`src/rtl/gcb_pkg.sv`:
```
// shared types and constants for the growable character buffer
`timescale 1ns / 1ps

package gcb_pkg;

   localparam int STORE_DEPTH = 4096;
   localparam int ADDR_W      = $clog2(STORE_DEPTH);
   localparam int CHAR_W      = 8;
   localparam int FACTOR_W    = 8;
   localparam int MODE_W      = 2;
   localparam int CSR_IDX_W   = 2;
   localparam int CSR_DATA_W  = 12;
   localparam int STATUS_W    = 3;
   localparam int OP_W        = 4;

   localparam logic [ADDR_W-1:0]   MAX_CAP       = ADDR_W'(STORE_DEPTH - 1);
   localparam logic [FACTOR_W-1:0] PERCENT_FULL  = FACTOR_W'(100);
   localparam logic [ADDR_W-1:0]   START_CAP_RST = ADDR_W'(200);

   typedef enum logic [OP_W-1:0] {
      OP_INIT          = 4'd0,
      OP_APPEND        = 4'd1,
      OP_GET           = 4'd2,
      OP_MARK          = 4'd3,
      OP_RETRACT       = 4'd4,
      OP_RESET_TO_MARK = 4'd5,
      OP_REWIND        = 4'd6,
      OP_CLEAR         = 4'd7,
      OP_COMPACT       = 4'd8,
      OP_READ_AT       = 4'd9
   } op_type;

   typedef enum logic [STATUS_W-1:0] {
      ST_OK      = 3'd0,
      ST_REFUSED = 3'd1,
      ST_END     = 3'd2,
      ST_BADPOS  = 3'd3,
      ST_BADCFG  = 3'd4,
      ST_UNDER   = 3'd5
   } status_type;

   typedef enum logic [MODE_W-1:0] {
      MODE_FIXED = 2'd0,
      MODE_ADD   = 2'd1,
      MODE_MUL   = 2'd2,
      MODE_BAD   = 2'd3
   } mode_type;

   typedef enum logic [CSR_IDX_W-1:0] {
      CSR_GROW_MODE   = 2'd0,
      CSR_GROW_FACTOR = 2'd1,
      CSR_START_CAP   = 2'd2,
      CSR_UNUSED      = 2'd3
   } csr_idx_type;

   typedef struct packed {
      logic              en;
      logic [ADDR_W-1:0] addr;
      logic [CHAR_W-1:0] data;
   } ram_wr_type;

   typedef struct packed {
      logic              en;
      logic [ADDR_W-1:0] addr;
   } ram_rd_type;

   typedef struct packed {
      logic                start;
      logic [ADDR_W-1:0]   room;
      logic [FACTOR_W-1:0] factor;
   } grow_req_type;

   typedef struct packed {
      logic              done;
      logic [ADDR_W-1:0] step;
   } grow_rsp_type;

   typedef struct packed {
      status_type        status;
      logic [CHAR_W-1:0] data_char;
      logic [ADDR_W-1:0] cur_capacity;
      logic [ADDR_W-1:0] fill_count;
      logic [ADDR_W-1:0] read_offset;
      logic [ADDR_W-1:0] mark_offset;
      logic              end_reached;
      logic              grew_flag;
      logic              full_flag;
      logic              empty_flag;
   } rsp_type;

endpackage

```
`src/rtl/gcb_grow_unit.sv`:
```
// two-stage step calculation: room * percent / 100
`timescale 1ns / 1ps

module gcb_grow_unit (
   input  logic                  clock,
   input  logic                  reset,
   input  gcb_pkg::grow_req_type req,
   output gcb_pkg::grow_rsp_type rsp
);
   import gcb_pkg::*;

   localparam int PROD_W      = ADDR_W + FACTOR_W;
   localparam int RECIP_SHIFT = 26;
   localparam int RECIP_W     = 20;
   // ceil(2^26 / 100), exact floor quotient for products below 2^20
   localparam logic [RECIP_W-1:0] RECIP_100 = RECIP_W'((64'd1 << RECIP_SHIFT) / 100 + 1);
   localparam int FULL_W      = PROD_W + RECIP_W;

   logic              v1_ff, v1_in;
   logic              v2_ff, v2_in;
   logic [PROD_W-1:0] prod_ff, prod_in;
   logic [ADDR_W-1:0] step_ff, step_in;
   logic [FULL_W-1:0] scaled;

   always_comb begin
      prod_in = PROD_W'(req.room) * PROD_W'(req.factor);
      scaled  = FULL_W'(prod_ff) * FULL_W'(RECIP_100);
      step_in = scaled[RECIP_SHIFT +: ADDR_W];
      v1_in   = req.start;
      v2_in   = v1_ff;
   end

   always_ff @(posedge clock) begin
      if (reset) begin
         v1_ff <= 1'b0;
         v2_ff <= 1'b0;
      end else begin
         v1_ff <= v1_in;
         v2_ff <= v2_in;
      end
   end

   always_ff @(posedge clock) begin
      prod_ff <= prod_in;
      step_ff <= step_in;
   end

   assign rsp.done = v2_ff;
   assign rsp.step = step_ff;

endmodule

```
`config.mk`:
```
export PLATFORM = sky130hd
export DESIGN_NAME = gcb_grow_unit
export DESIGN_NICKNAME = d
export VERILOG_FILES = /design/src/rtl/gcb_pkg.sv /design/src/rtl/gcb_grow_unit.sv
export SDC_FILE = /design/constraint.sdc
export NUM_CORES = 1
export LEC_CHECK = 0
export ABC_CLOCK_PERIOD_IN_PS = 15150
export BUFFER_PORTS_ARGS = -buffer_cell sky130_fd_sc_hd__buf_2
export CORE_ASPECT_RATIO = 0.75
export CORE_MARGIN = 2
export CORE_UTILIZATION = 35
export DETAILED_ROUTE_END_ITERATION = 8
export GPL_TIMING_DRIVEN = 0
export SYNTH_ARGS = -nofsm -noshare
export SYNTH_HDL_FRONTEND = slang
export SYNTH_SLANG_ARGS = --single-unit
```
`constraint.sdc`:
```
create_clock -name clock -period 15.15 [get_ports clock]
set_clock_uncertainty 0.15 [all_clocks]
set_input_delay 1.515 -clock clock [delete_from_list [all_inputs] [get_ports clock]]
set_output_delay 1.515 -clock clock [all_outputs]
set_load 0.01 [all_outputs]
```
Word-level counts from Yosys, hierarchy flattened
Index checks and enable logic that the tools add are counted.
{"block": "classes", "mul": 2}
{"cell": "20-bit by 20-bit multiplier with 38-bit output (second input constant)", "n": 1}
{"cell": "12-bit by 8-bit multiplier with 20-bit output", "n": 1}
{"block": "totals", "ff_bits": 34, "inputBits": 23, "output_inout_bits": 13, "wordCells": 6}

Logic depth before layout (Yosys ltp)
Gate-level depths: netlist (run 1).
{"block": "depth", "word_depth": 1, "ltp_mapped": 21, "depth_no_buf": 21}

Worst setup path after synthesis (run 1)
No wires, ideal clock.
{"block": "synth_path", "path_kind": "in2reg", "start": "input port req[7] (netlist name)", "end": "register prod_ff[19]", "setup_ns": 0.121, "arrival_time_ns": 5.563, "t_required_ns": 14.879, "path_slack_ns": 9.316, "stages": 16, "n_path_buf": 2, "path_cell_list": "clkbuf_1 nand2_1 fa_1 inv_1 fa_1 fa_1 fa_1 ha_1 clkbuf_1 and3_1 and3_1 a21oi_1 a21boi_1 a311oi_2 a21oi_1 xnor2_1"}
{"block": "synth_between", "elab_chain_cells": 1}
{"element": "start, declared", "line": "gcb_grow_unit.sv:7", "text": "input gcb_pkg::grow_req_type req,"}
{"element": "12-bit by 8-bit multiplier with 20-bit output", "line": "gcb_grow_unit.sv:26", "text": "prod_in = PROD_W'(req.room) * PROD_W'(req.factor);"}
{"element": "named net prod_in[19]", "line": "gcb_grow_unit.sv:21", "text": "logic [PROD_W-1:0] prod_ff, prod_in;"}
{"element": "end signal, assigned", "line": "gcb_grow_unit.sv:44", "text": "prod_ff <= prod_in;"}
{"element": "end, declared", "line": "gcb_grow_unit.sv:21"}
The timed path passes the listed nets, and every way through them passes these cells.
A chain may end at the register's enable or synchronous reset.

Final worst setup path (run 1)
{"block": "layout_path", "start": "register prod_ff[8]", "end": "register step_ff[10]"}
{"block": "layout_between", "elab_chain_cells": 1}
{"element": "20-bit by 20-bit multiplier with 38-bit output", "line": "gcb_grow_unit.sv:27", "text": "scaled = FULL_W'(prod_ff) * FULL_W'(RECIP_100);"}
{"element": "named net scaled[36]", "line": "gcb_grow_unit.sv:23", "text": "logic [FULL_W-1:0] scaled;"}
{"element": "end signal, assigned", "line": "gcb_grow_unit.sv:45", "text": "step_ff <= step_in;"}
{"element": "end, declared", "line": "gcb_grow_unit.sv:22", "text": "logic [ADDR_W-1:0] step_ff, step_in;"}
The timed path passes the listed nets, and every way through them passes these cells.

==> results of run 1 <==
-- cell type report --
class,count,area (um^2)
Clock inverter,1,5.00
Multi-Input combinational cell,753,9030
Fill cell,3096,19300
Clock buffer,7,143
Sequential cell,34,681
Inverter,346,1300
Timing Repair Buffer,35,175
Tap cell,406,508
Buffer,13,52.6
-- synth_stat cells, types with 3 or more instances --
cell type / instances / area [um^2]
xor2_1: 8 / 70.1
a21o_1: 12 / 90.1
clkbuf_1: 12 / 45.0
nand2_1: 64 / 240
ha_1: 251 / 3140
a21oi_1: 30 / 150
o211ai_1: 4 / 30.0
fa_1: 203 / 4060
nand2b_1: 3 / 18.8
dfxtp_1: 34 / 681
and2_1: 46 / 288
inv_1: 346 / 1300
nand3_1: 14 / 70.1
o21ai_0: 17 / 85.1
xnor2_1: 20 / 175
and3_1: 7 / 43.8
nor2_1: 20 / 75.1
nor2b_1: 3 / 18.8
mux2i_1: 3 / 30.0
o21a_1: 7 / 52.6
-- flip-flops by register name (all words and copies together), names as in the netlist --
register,count
prod_ff,20
step_ff,12
v1_ff,1
v2_ff,1
-- worst min path at each step --
| stage | start | endpoint | slack, ns | cells after the start |
|---|---|---|---|---|
| 6_report | v1_ff$_SDFF_PP0_ | v2_ff$_SDFF_PP0_ | 0.29 | 1 |
| 5_1_grt | v1_ff$_SDFF_PP0_ | v2_ff$_SDFF_PP0_ | 0.30 | 1 |
| 4_1_cts | v1_ff$_SDFF_PP0_ | v2_ff$_SDFF_PP0_ | 0.30 | 1 |
| 3_5_place_dp | v1_ff$_SDFF_PP0_ | v2_ff$_SDFF_PP0_ | 0.28 | 1 |
| 3_3_place_gp | v1_ff$_SDFF_PP0_ | v2_ff$_SDFF_PP0_ | 0.27 | 1 |
| 2_1_floorplan | v1_ff$_SDFF_PP0_ | v2_ff$_SDFF_PP0_ | 0.26 | 1 |
-- metal layers --
metal	vias up	global-route usage (%)
met1	3677	21.5
li1	3610	-
met4	0	1.84
met3	18	1.77
met2	76	22.2
met5	-	0
-- worst register-to-register path, stage by stage, from the launching register on --
cell	delay, ns
dfxtp_1	0.74
ha_1	0.37
inv_1	0.10
fa_1	0.44
fa_1	0.50
fa_1	0.55
inv_1	0.05
fa_1	0.48
fa_1	0.50
inv_1	0.05
fa_1	0.47
inv_1	0.04
ha_1	0.30
nand3_1	0.16
nor3_1	0.32
and3_1	0.32
o31ai_4	0.13
o311ai_2	0.39
a21oi_1	0.15
xnor2_1	0.13
-- cells by family (layout without fill, tap and decap cells) --
| family | Yosys count | in the layout | synth area share [%] |
|---|---|---|---|
| xor+xnor | 28 | 28 | 2.22 |
| mux | 3 | 3 | 0.271 |
| compound gates | 102 | 102 | 6.61 |
| buf+inv | 359 | 402 | 12.2 |
| flops | 34 | 34 | 6.15 |
| fa+ha+maj | 454 | 454 | 65.1 |
| simple gates | 166 | 166 | 7.41 |
-- cells in the final DEF (no fill, tap or decap), types with 2 or more instances in the layout --
cell	n
a21o_1	12
o221ai_1	2
and2_1	46
and3_1	7
nand2_1	64
dfxtp_1	34
o211ai_1	4
nor3_1	2
xnor2_1	20
ha_1	251
o21ai_0	17
a221o_1	2
a21oi_1	30
buf_2	35
clkbuf_1	13
nand3_1	14
nor3b_1	2
a31oi_1	2
o21a_1	7
a21boi_0	2
nor2b_1	3
o311a_1	2
fa_1	203
inv_1	346
nor2_1	20
clkbuf_16	5
xor2_1	8
mux2i_1	3
a21boi_1	2
nand2b_1	3
-- per-stage QoR --
stage	util [%]	cell area [um^2]
finish	38.1	11900
global route	38.1	11900
CTS	38.1	11900
detailed placement	37.7	11700
global placement	37.7	11700
floorplan	-	11100
==> results_dict.tcl, run 1 <==
set metrics [dict create \
    rr_startpoint "prod_ff[8]$_DFF_P_" \
    r2r_setup_slack_ns 8.69 \
    grt_pass1_vias 7527 \
    number_of_cells_on_the_critical_path 19 \
    detail_route.first_pass.iterations 5 \
    worst_path_max_delay_cell "dfxtp_1" \
    critPathKind "flip-flop to flip-flop" \
    synth_edf_count 0 \
    max_freq_mhz 155 \
    drv.max_cap_violation_count 0 \
    ys_dominant_reg_cell "dfxtp_1" \
    slew_viol_final 0 \
    mappedNetlistArea_mm2 0.0111 \
    cpLargestDelayFamily "adder cells" \
    critical_path.reg2reg.endpoint "step_ff[10]$_DFF_P_" \
    clock_latency_ns 0.29 \
    number_of_clock_sinks 34 \
    met1_routed_length_um 11400 \
    mean_cell_area_of_the_mapped_netlist_um2 9.65 \
    r2r_cell_count 19 \
    critical_path_endpoint "step_ff[10]$_DFF_P_" \
    number_of_instances_resized_during_post_cts_repair 0 \
    die-height_um 158 \
    num-nets-final 1665 \
    outcome "finished, final reports clean" \
    grt_setup_unrepaired "false" \
    cts_setup_buffers 0 \
    insertedDiodeCount 0 \
    post-route-drc-count 0 \
    worstSetupStartpoint "prod_ff[8]$_DFF_P_" \
    dieArea_mm2 0.0331 \
    syn_inst 1146 \
    io_buffer_count 35 \
    groute.usage.overall_pct 14.2 \
    hold_violations 0 \
    critPathMostFrequentCell "fa_1" \
    route.detailed.vias_per_inst 4.63 \
    place.detailed.hpwl_um 19600 \
    final_setup_violation_count 0 \
    ant_nets 0 \
    grt_start_max_net_pins 11 \
    layoutNonFillerInstCount 1595 \
    detailroute.wirelength.met2_um 9720 \
    synthArstFlopShare_pct 0 \
    hold_path_class "flip-flop to flip-flop" \
    via_count 7381 \
    clock_path_buffers 2 \
    initial_antenna_violation_count 0 \
    critical_path_buf_inv_count 4 \
    timing.critical_path.required_ns 15.18 \
    synthesis.nets 1623 \
    core-area_mm2 0.0312 \
    worst_slew_margin_relative_to_its_limit_pct 52.6 \
    cts_tree "built" \
    ys_seq_elements 34 \
    setup_tns_ns 0 \
    synth_cell_type_count 54 \
    numCtsBuffers 5 \
    syn2layout_area_growth_pct 7.51 \
    routed_wire_length_per_instance_um 13.7 \
    ctsHoldBuffers 0 \
    min_period_over_period_pct 42.6 \
    grt.overflow.total 0 \
    worst_ep_arrival_ns 6.49 \
    setup_slack_ns 8.69 \
    rows 56 \
    drive_above_1_share_pct 4.54 \
    ioPinCount 36 \
    finalWorstPathRequiredPeriod_ns 6.46 \
    worst_pin_slew_ns 0.710 \
    critical_path_fanouts_max 9 \
    highest_layer "met4" \
    grt_first_pass_wirelength_um 37300 \
    dp_cells 1587 \
    htreeDepth 2 \
    ys_seq_area_share_pct 6.15 \
    finalHoldWorstSlack_ns 0.290 \
    path_clk_slew_ns 0.06 \
    worst_setup_path_start_kind "flip-flop" \
    clockRootBuffer "clkbuf_16" \
    worstPathCellList "ha_1 -> inv_1 -> fa_1 -> fa_1 -> fa_1 -> inv_1 -> fa_1 -> fa_1 -> inv_1 -> fa_1 -> inv_1 -> ha_1 -> nand3_1 -> nor3_1 -> and3_1 -> o31ai_4 -> o311ai_2 -> a21oi_1 -> xnor2_1" \
    floorplan.initialDensity_pct 35.5 \
    yosys_warnings 0 \
    cp-end-kind "flip-flop" \
    detailedRoute.firstIterationViolations 344 \
    total_length_of_routed_wires_um 21900 \
    met3WireLength_um 670 \
    chipWidth_um 209 \
    dp_slack_ns 8.61 \
    finalWeightedCongestion 0.825 \
    worst_path_largest_cell_delay_ns 0.74 \
]
Power of run 1 is not shown: default switching activity piles up to over one toggle a cycle in this logic, so the estimate is an artifact.
==> inputs of run 2 (changes only) <==
--- a/config.mk
+++ b/config.mk
@@ -5,7 +5,7 @@
 export SDC_FILE = /design/constraint.sdc
 export NUM_CORES = 1
 export LEC_CHECK = 0
-export ABC_CLOCK_PERIOD_IN_PS = 15150
+export ABC_CLOCK_PERIOD_IN_PS = 5800
 export BUFFER_PORTS_ARGS = -buffer_cell sky130_fd_sc_hd__buf_2
 export CORE_ASPECT_RATIO = 0.75
 export CORE_MARGIN = 2
==> constraint.sdc (replaced) <==
create_clock -name clock -period 5.8 [get_ports clock]
set_clock_uncertainty 0.15 [all_clocks]
set_input_delay 0.58 -clock clock [delete_from_list [all_inputs] [get_ports clock]]
set_output_delay 0.58 -clock clock [all_outputs]
set_load 0.01 [all_outputs]
==> results_dict.tcl, run 2 (same netlist as run 1, synthesis figures left out) <==
set metrics [dict create \
    slew_viol_final 0 \
    reg.largest.list "prod_ff x20, step_ff x12" \
    via_count 7535 \
    ant_nets 0 \
    floorplan.initialDensity_pct 35.5 \
    route.detailed.vias_per_inst 4.61 \
    core-area_mm2 0.0312 \
    die-height_um 158 \
    most_frequent_standard_cell_in_the_layout_excluding_fill_and_tap_cells "inv_1" \
    clock_path_buffers 2 \
    number_of_clock_sinks 34 \
    worst_setup_path_start_kind "flip-flop" \
    most-common-layout-cells "338 x inv_1, 238 x ha_1, 194 x fa_1" \
    cp-end-kind "flip-flop" \
    ctsHoldBuffers 0 \
    dieArea_mm2 0.0331 \
    num-nets-final 1704 \
    outcome "finished, final reports clean" \
    timing.critical_path.required_ns 5.83 \
    post-route-drc-count 0 \
    largest_register_ffs 20 \
    grt_first_pass_wirelength_um 38300 \
    final_setup_violation_count 0 \
    place.detailed.hpwl_um 19600 \
    grt_setup_unrepaired "true" \
    rows 56 \
    worst_ep_arrival_ns 5.81 \
    clockRootBuffer "clkbuf_16" \
    io_buffer_count 35 \
    groute.usage.overall_pct 14.6 \
    grt_start_max_net_pins 11 \
    setup_slack_ns 0.0158 \
    detailedRoute.firstIterationViolations 343 \
    worst_path_largest_cell_delay_ns 0.56 \
    detail_route.first_pass.iterations 5 \
    critical_path_fanouts_max 4 \
    numCtsBuffers 5 \
    drv.max_cap_violation_count 0 \
    drive_above_1_share_pct 12.9 \
    worst_slew_margin_relative_to_its_limit_pct 58.2 \
    routed_wire_length_per_instance_um 14.0 \
    htreeDepth 2 \
    dp_slack_ns -0.744 \
    worstSetupStartpoint "prod_ff[13]$_DFF_P_" \
    finalWorstPathRequiredPeriod_ns 5.78 \
    worstPathCellList "buf_4 -> inv_1 -> fa_1 -> inv_1 -> ha_1 -> inv_1 -> fa_1 -> inv_1 -> fa_1 -> fa_2 -> fa_1 -> ha_4 -> ha_4 -> a21o_2 -> a221o_1 -> a31o_4 -> nand3_2 -> o311ai_4 -> o31ai_2 -> xnor2_1" \
    finalWeightedCongestion 0.825 \
    initial_antenna_violation_count 0 \
    hold_path_class "flip-flop to flip-flop" \
    critPathKind "flip-flop to flip-flop" \
    finalHoldWorstSlack_ns 0.290 \
    worst_hold_startpoint "v1_ff$_SDFF_PP0_" \
    ioPinCount 36 \
    worst_path_max_delay_cell "fa_1" \
    max_freq_mhz 173 \
    cts_tree "built" \
    chipWidth_um 209 \
    setup_tns_ns 0 \
    grt.overflow.total 0 \
    path_clk_slew_ns 0.06 \
    worst_pin_slew_ns 0.620 \
    total_length_of_routed_wires_um 22800 \
    grt_pass1_vias 7707 \
    syn2layout_area_growth_pct 13.6 \
    min_period_over_period_pct 99.7 \
    insertedDiodeCount 0 \
    fin_util_pct 40.3 \
    rr_startpoint "prod_ff[13]$_DFF_P_" \
    hold_violations 0 \
    clock_latency_ns 0.29 \
    largest-register "prod_ff" \
]
-- run 2: cell types whose count changed in the layout (fill, tap and decap cells not counted), sizes merged --
cell      previous run  this run
buf                 36        75
clkinvlp             0         2
inv                346       344
-- run 2: critical path: cells and delay by family (launching register included) --
family	cells	cell delay, ns
adder cells (fa/ha/maj)	8	3.28
AO/OA/AOI/OAI	5	1.31
flip-flops	1	0.37
buffers and inverters	5	0.35
XOR/XNOR	1	0.10
AND/OR/NAND/NOR	1	0.09
-- run 2: path summary, 6_finish.rpt --
check | end | slack (ns) | cells after the start
hold reg to reg | v2_ff$_SDFF_PP0_ | 0.29 | 1
setup reg to reg | step_ff[11]$_DFF_P_ | 0.02 | 20
hold / removal | v2_ff$_SDFF_PP0_ | 0.29 | 1
setup / recovery | step_ff[11]$_DFF_P_ | 0.02 | 20
-- run 2: stage by stage --
stage | area [um^2] | instances
6_report | 12600 | 1634
5_1_grt | 12600 | 1634
4_1_cts | 12300 | 1630
3_5_place_dp | 11700 | 1587
3_3_place_gp | 11700 | 1587
2_1_floorplan | 11100 | 1146
-- run 2: repair_timing --
item	CTS	global route
pin swaps	21	24
buffers inserted	35	4
resized for setup	53	43
setup endpoints to repair	12	11
-- run 2: layout make-up --
type	count	area, um^2
buffer	13	52.6
clock buffer	7	143
tap	406	508
timing repair buffer	74	497
sequential	34	741
inverter	346	1310
clock inverter	1	5.00
fill	3026	18600
multi-input combinational	753	9310
-- run 2: metal layers --
| metal | global-route usage (%) | share of wire (%) | vias up |
|---|---|---|---|
| li1 | - | - | 3690 |
| met2 | 23.2 | 46 | 71 |
| met3 | 1.77 | 3.0 | 13 |
| met1 | 21.8 | 51 | 3761 |
| met5 | 0 | 0 | - |
| met4 | 1.97 | 0.66 | 0 |
Power of run 2 is left out for the same reason.
